File: src/hw/rtl/segment_intersection_macros.svh
// Assertion macros for the segment intersection block
`ifndef SEGMENT_INTERSECTION_MACROS_SVH
`define SEGMENT_INTERSECTION_MACROS_SVH
`ifndef SYNTHESIS
`define SI_ASSERT(label, clk, rst, prop) \
   label: assert property (@(posedge clk) disable iff (rst) prop) \
      else $error("segment_intersection assertion failed");
`define SI_NEVER(label, clk, rst, cond) \
   label: assert property (@(posedge clk) disable iff (rst) !(cond)) \
      else $error("segment_intersection forbidden condition");
`else
`define SI_ASSERT(label, clk, rst, prop)
`define SI_NEVER(label, clk, rst, cond)
`endif
`endif

File: src/hw/rtl/segint_pkg.sv
// Types and constants shared by the segment intersection block
package segint_pkg;
   localparam int CW = 16;
   localparam int DFW = CW + 1;
   localparam int PW = 2 * DFW;
   localparam int DW = PW + 1;
   localparam int UW = DW - 1;
   localparam int MW = DFW;
   localparam int QW = DFW;
   localparam int NW = MW + UW;
   localparam int QDEPTH = 4;
   localparam int QAW = 2;
   localparam int QCW = 3;

   typedef enum logic [1:0] {
      ST_HIT = 2'd0,
      ST_PARALLEL = 2'd1,
      ST_MISS = 2'd2
   } status_type;

   typedef struct packed {
      logic signed [CW-1:0] ax;
      logic signed [CW-1:0] ay;
      logic signed [CW-1:0] bx;
      logic signed [CW-1:0] by_coord;
      logic signed [CW-1:0] cx;
      logic signed [CW-1:0] cy;
      logic signed [CW-1:0] dx;
      logic signed [CW-1:0] dy;
   } req_type;

   typedef struct packed {
      status_type status;
      logic signed [CW-1:0] ix;
      logic signed [CW-1:0] iy;
   } rsp_type;

   typedef struct packed {
      status_type status;
      logic signed [CW-1:0] ax;
      logic signed [CW-1:0] ay;
      logic ma_neg;
      logic mc_neg;
      logic [MW-1:0] ma_mag;
      logic [MW-1:0] mc_mag;
      logic [UW-1:0] tn;
      logic [UW-1:0] det;
   } job_type;
endpackage

File: src/hw/rtl/segint_queue.sv
// Short queue between front end and back end
`include "segment_intersection_macros.svh"
module segint_queue (
   input  logic clock,
   input  logic reset,
   input  logic push,
   input  segint_pkg::job_type push_data,
   input  logic pop,
   output logic not_empty,
   output segint_pkg::job_type head,
   output logic [segint_pkg::QCW-1:0] count
);
   import segint_pkg::*;

   job_type mem_ff [0:QDEPTH-1];
   logic [QAW-1:0] wr_ff, rd_ff;
   logic [QCW-1:0] count_ff;
   logic do_pop;

   assign do_pop = pop && (count_ff != '0);

   always_ff @(posedge clock) begin
      if (reset) begin
         wr_ff <= '0;
         rd_ff <= '0;
         count_ff <= '0;
      end else begin
         if (push) begin
            wr_ff <= wr_ff + 1'b1;
         end
         if (do_pop) begin
            rd_ff <= rd_ff + 1'b1;
         end
         count_ff <= count_ff + QCW'(push) - QCW'(do_pop);
      end
   end

   always_ff @(posedge clock) begin
      if (push) begin
         mem_ff[wr_ff] <= push_data;
      end
   end

   assign not_empty = count_ff != '0;
   assign head = mem_ff[rd_ff];
   assign count = count_ff;

   `SI_NEVER(a_no_overflow, clock, reset, push && !do_pop && count_ff == QCW'(QDEPTH))
   `SI_NEVER(a_count_range, clock, reset, count_ff > QCW'(QDEPTH))
endmodule

File: config.mk
export PLATFORM = sky130hd
export DESIGN_NAME = segint_queue
export DESIGN_NICKNAME = d
export VERILOG_FILES = /design/src/hw/rtl/segint_pkg.sv /design/src/hw/rtl/segint_queue.sv
export VERILOG_INCLUDE_DIRS = /design/src /design/src/hw/rtl
export SDC_FILE = /design/constraint.sdc
export NUM_CORES = 1
export LEC_CHECK = 0
export BUFFER_PORTS_ARGS = -buffer_cell sky130_fd_sc_hd__buf_2
export CAP_MARGIN = 20
export CORE_UTILIZATION = 40
export DETAILED_ROUTE_END_ITERATION = 10
export GPL_ROUTABILITY_DRIVEN = 0
export HOLD_SLACK_MARGIN = 0.02
export PLACE_DENSITY = 0.66
export SYNTH_ARGS = -nofsm -noshare
export SYNTH_HDL_FRONTEND = slang
export SYNTH_SLANG_ARGS = --single-unit
File: constraint.sdc
create_clock -name clock -period 5.2 [get_ports clock]
set_input_delay 0.26 -clock clock [delete_from_list [all_inputs] [get_ports clock]]
set_output_delay 0.26 -clock clock [all_outputs]
set_load 0.01 [all_outputs]
# Yosys cells after proc, flatten, opt, wreduce, memory -nomap -nowiden
# Memory sizes are Yosys's and may differ from the RTL's. A register that Yosys moved wholly into a read port is not among the register bits.
# Cells that the tools add are included.
# op_classes
n_addsub	4
mux	4
n_reduce_logical	2
# ops
operator	n
adder 2 x 1 -> 2 bit, second input constant	2
two-way mux 2 bit	2
adder 3 x 1 -> 3 bit	1
nonzero test 3 bit	1
subtractor 3 x 1 -> 3 bit	1
two-way mux 1 bit	2
logical AND 1 bit	1
# word_totals
ff_bits	7
mem_bits_rw	552
input_bits	142
output_inout_bits	142
wordCells	14
n_memories	1
# mem_list
name	words	width	rd	rd_ports_with_merged_regs	wr	line	text
mem_ff	4	138	1	1	1	segint_queue.sv:15	job_type mem_ff [0:QDEPTH-1];

# Depth between registers and ports, before layout
# depth
word_depth	4
ltp_mapped	7
mapped_depth_nobuf	7

# Worst setup path before layout
# No wires, ideal clock.
# synth_timing
path_type	register to register
from	register wr_ff[0]
to	memory mem_ff[0][0] (netlist bit), enable pin
setup_time_ns	0.513
t_arrival_ns	3.704
required_time_ns	4.687
slack_ns	0.983
path_stages_with_launch	4
n_path_buf	0
period_less_slack_ns	4.217
cell_sequence	dfxtp_1 inv_1 ha_1 and2_1
# synth_rtl
item	line	text
start, declared	segint_queue.sv:16	logic [QAW-1:0] wr_ff, rd_ff;
start signal, assigned	segint_queue.sv:29	wr_ff <= wr_ff + 1'b1;
end, declared	segint_queue.sv:15	
# Straight into the memory's write port.

==> results.md <==
* EDFF count, synth at 552
* Grt ovf at 0
* Drt total wl at ~40 mm
* Total power at 11.0 mW
* Max Cap Viol at 0
* Synth Cell Area at 20500 sq um
* Synth Register Bits at 561
* Post-synth top cells: edfxtp_1 (552), mux4_2 (138), buf_2 (13)
* Worst-path clk slew at roughly 0.060 ns
* Via count at 9603
* Power density over the cells at 429 nW/um^2
* Die Y at around 230 um
* Post-CTS Hold Buffers at about 140
* Skew-Pair Late Insertion Delay at 0.58 ns
* Crit path required time at 4.94 ns
* Postcts setup bufs at 0
* Die width at around 230 um
* H-tree level count at 2
* Crit path time final at 3.15 ns
* Worst slew margin at 33.0%
* Starting Density at 40.7%
* Clock root buffer: clkbuf_16
* Final setup violation count at 0
* DP Wirelength at between 20 and 25 mm
* Least-Margin Pin Slew at 1.01 ns
* Static leakage at between 8 and 9 nW
* Synth Area per Inst at 26.8 sq um
* Global Route Usage Sum at roughly 16%
* Share of the synthesized area in the top cell type at 80.9%
* # nets final at between 1000 and 1500
* Yosys cell types at 21
* Crit path DAT at 2.89 ns
* Register area share after synthesis at about four fifths
* Most frequent cell after synthesis: edfxtp_1
* Via density per instance at 4.95
* DR pass1 iterations at 6
* Crit path kind: reg2out
* Hold crit path type: in2reg
* Area of the die at 52200 sq um
* Clock skew at 0.0158 ns
* Layout cells sized above 1 at 40.7%
* Yosys warns at 0
* Max Slew Vio Count at 0
* Fin crit share at 60.5%
* Area grow syn2layout at 25.4%
* Max FO, Critical Path at between 40 and 50
* Ports at 284
* Status: completed
* Cts bufs inserted at 55
* Final hold slack at 0.0754 ns
* CTS Buffer Depth at 3
* Drt initial violations at a little under 500
* Final setup TNS at 0 ns
* CTS Sinks at 561
* Peak Freq at 318 MHz
* Core region area at ~50000 sq um
* Max VDD drop at approximately 0.49 mV
* Post-synth ARST share at 0%
* Drt drc at 0
* Synth top area cells: edfxtp_1 (81%), mux4_2 (15%), buf_12 (1.1%)
* Cell Rows at 82
* Port bufs at 283
* Largest net degree at the start of global routing at 103
* Post-cts sizing count at 0
* Post-Synthesis Cells at 766
* Top_reg_cell synth: edfxtp_1
* Nature of the critical path startpoint: flip-flop
* Setup ws final at 2.05 ns
* CTS tree: yes
* Syn nets at 915
* DP Worst Slack at 2.53 ns
* Vias in the first global route at 10531
* Post-synth top area cell: edfxtp_1
* Worst setup EP type: output pin
* WL/cell at 20.6 um
* Antenna Violating Nets Remaining at 0
* Initial antenna violation count at 2
* First-pass GRT wire length at 61.5 mm
* Hold Violations, Final at 0
* RSZ-0062 raised after global routing: false
[critical path, cell delays in order (launching register included)]
cell	delay, ns
dfxtp_4	0.97
buf_12	0.43
mux4_2	0.65
buf_2	0.18
[cell type report]
class,instances,area [sq um]
Inverter,6,22.5
Clock inverter,24,201
Timing Repair Buffer,435,2980
Clock buffer,75,1500
Multi-Input combinational cell,167,3380
Antenna cell,1,2.50
Sequential cell,561,16800
Tap cell,672,841
Fill cell,3967,24700
[final timing paths]
kind                         start                      end  slack (ns)  cells past startpoint
max                      flip-flop                 head[48]        2.05                      3
min reg2reg  wr_ff[1]$_SDFFE_PP0P_    wr_ff[1]$_SDFFE_PP0P_        0.56                      2
max reg2reg  wr_ff[1]$_SDFFE_PP0P_  mem_ff[1][88]$_DFFE_PP_        2.83                      4
min                           push    wr_ff[1]$_SDFFE_PP0P_        0.08                      3
[layout by cell type (no fill, tap or decap), types with 2 or more instances in the layout]
| cell | n |
|---|---|
| mux4_2 | 138 |
| and2_4 | 4 |
| buf_12 | 6 |
| dlygate4sd3_1 | 139 |
| bufinv_16 | 3 |
| buf_4 | 7 |
| inv_1 | 6 |
| clkinv_1 | 9 |
| clkbuf_16 | 57 |
| buf_2 | 283 |
| edfxtp_1 | 552 |
| clkinv_2 | 6 |
| nor2b_1 | 4 |
| dfxtp_1 | 7 |
| mux2_2 | 3 |
| clkbuf_1 | 17 |
| dfxtp_4 | 2 |
| clkinvlp_4 | 4 |
| nor2_1 | 5 |
| ha_1 | 6 |
[logic make-up after synthesis]
group	count (synthesis)	synth area share, %
XOR/XNOR	2	0.159
flip-flops	561	81.7
buffers and inverters	38	1.81
AND/OR/NAND/NOR	14	0.366
multiplexers	142	15.4
adder cells (fa/ha/maj)	7	0.464
AO/OA/AOI/OAI	2	0.0855
[registers in the layout, summed over array words and instances (netlist names), named ones only]
signal / cells
mem_ff: 552
count: 3
rd_ff: 2
wr_ff: 2
[through the flow]
step,cells,area [sq um],utilization (%)
2_1_floorplan,766,20500,-
3_3_place_gp,1702,22600,44.9
3_5_place_dp,1702,22600,44.9
4_1_cts,1940,25700,51.0
5_1_grt,1941,25700,51.0
6_report,1941,25700,51.0
[per-layer routing]
metal / global-route usage [%] / up-vias / wire length (um)
li1: - / 4241 / -
met2: 25.7 / 260 / 19500
met3: 4.05 / 66 / 2370
met1: 20.7 / 5034 / 17400
met4: 4.30 / 2 / 825
met5: 0 / - / 13
[where the power goes]
| group | internal [mW] | total, mW | leakage [nW] | switching, mW |
|---|---|---|---|---|
| clock network | 2.17 | 3.75 | 0.819 | 1.58 |
| registers | 5.21 | 5.37 | 5.15 | 0.159 |
| logic | 0.994 | 1.91 | 2.66 | 0.913 |
Note: power is estimated with default switching activity, not from simulation.
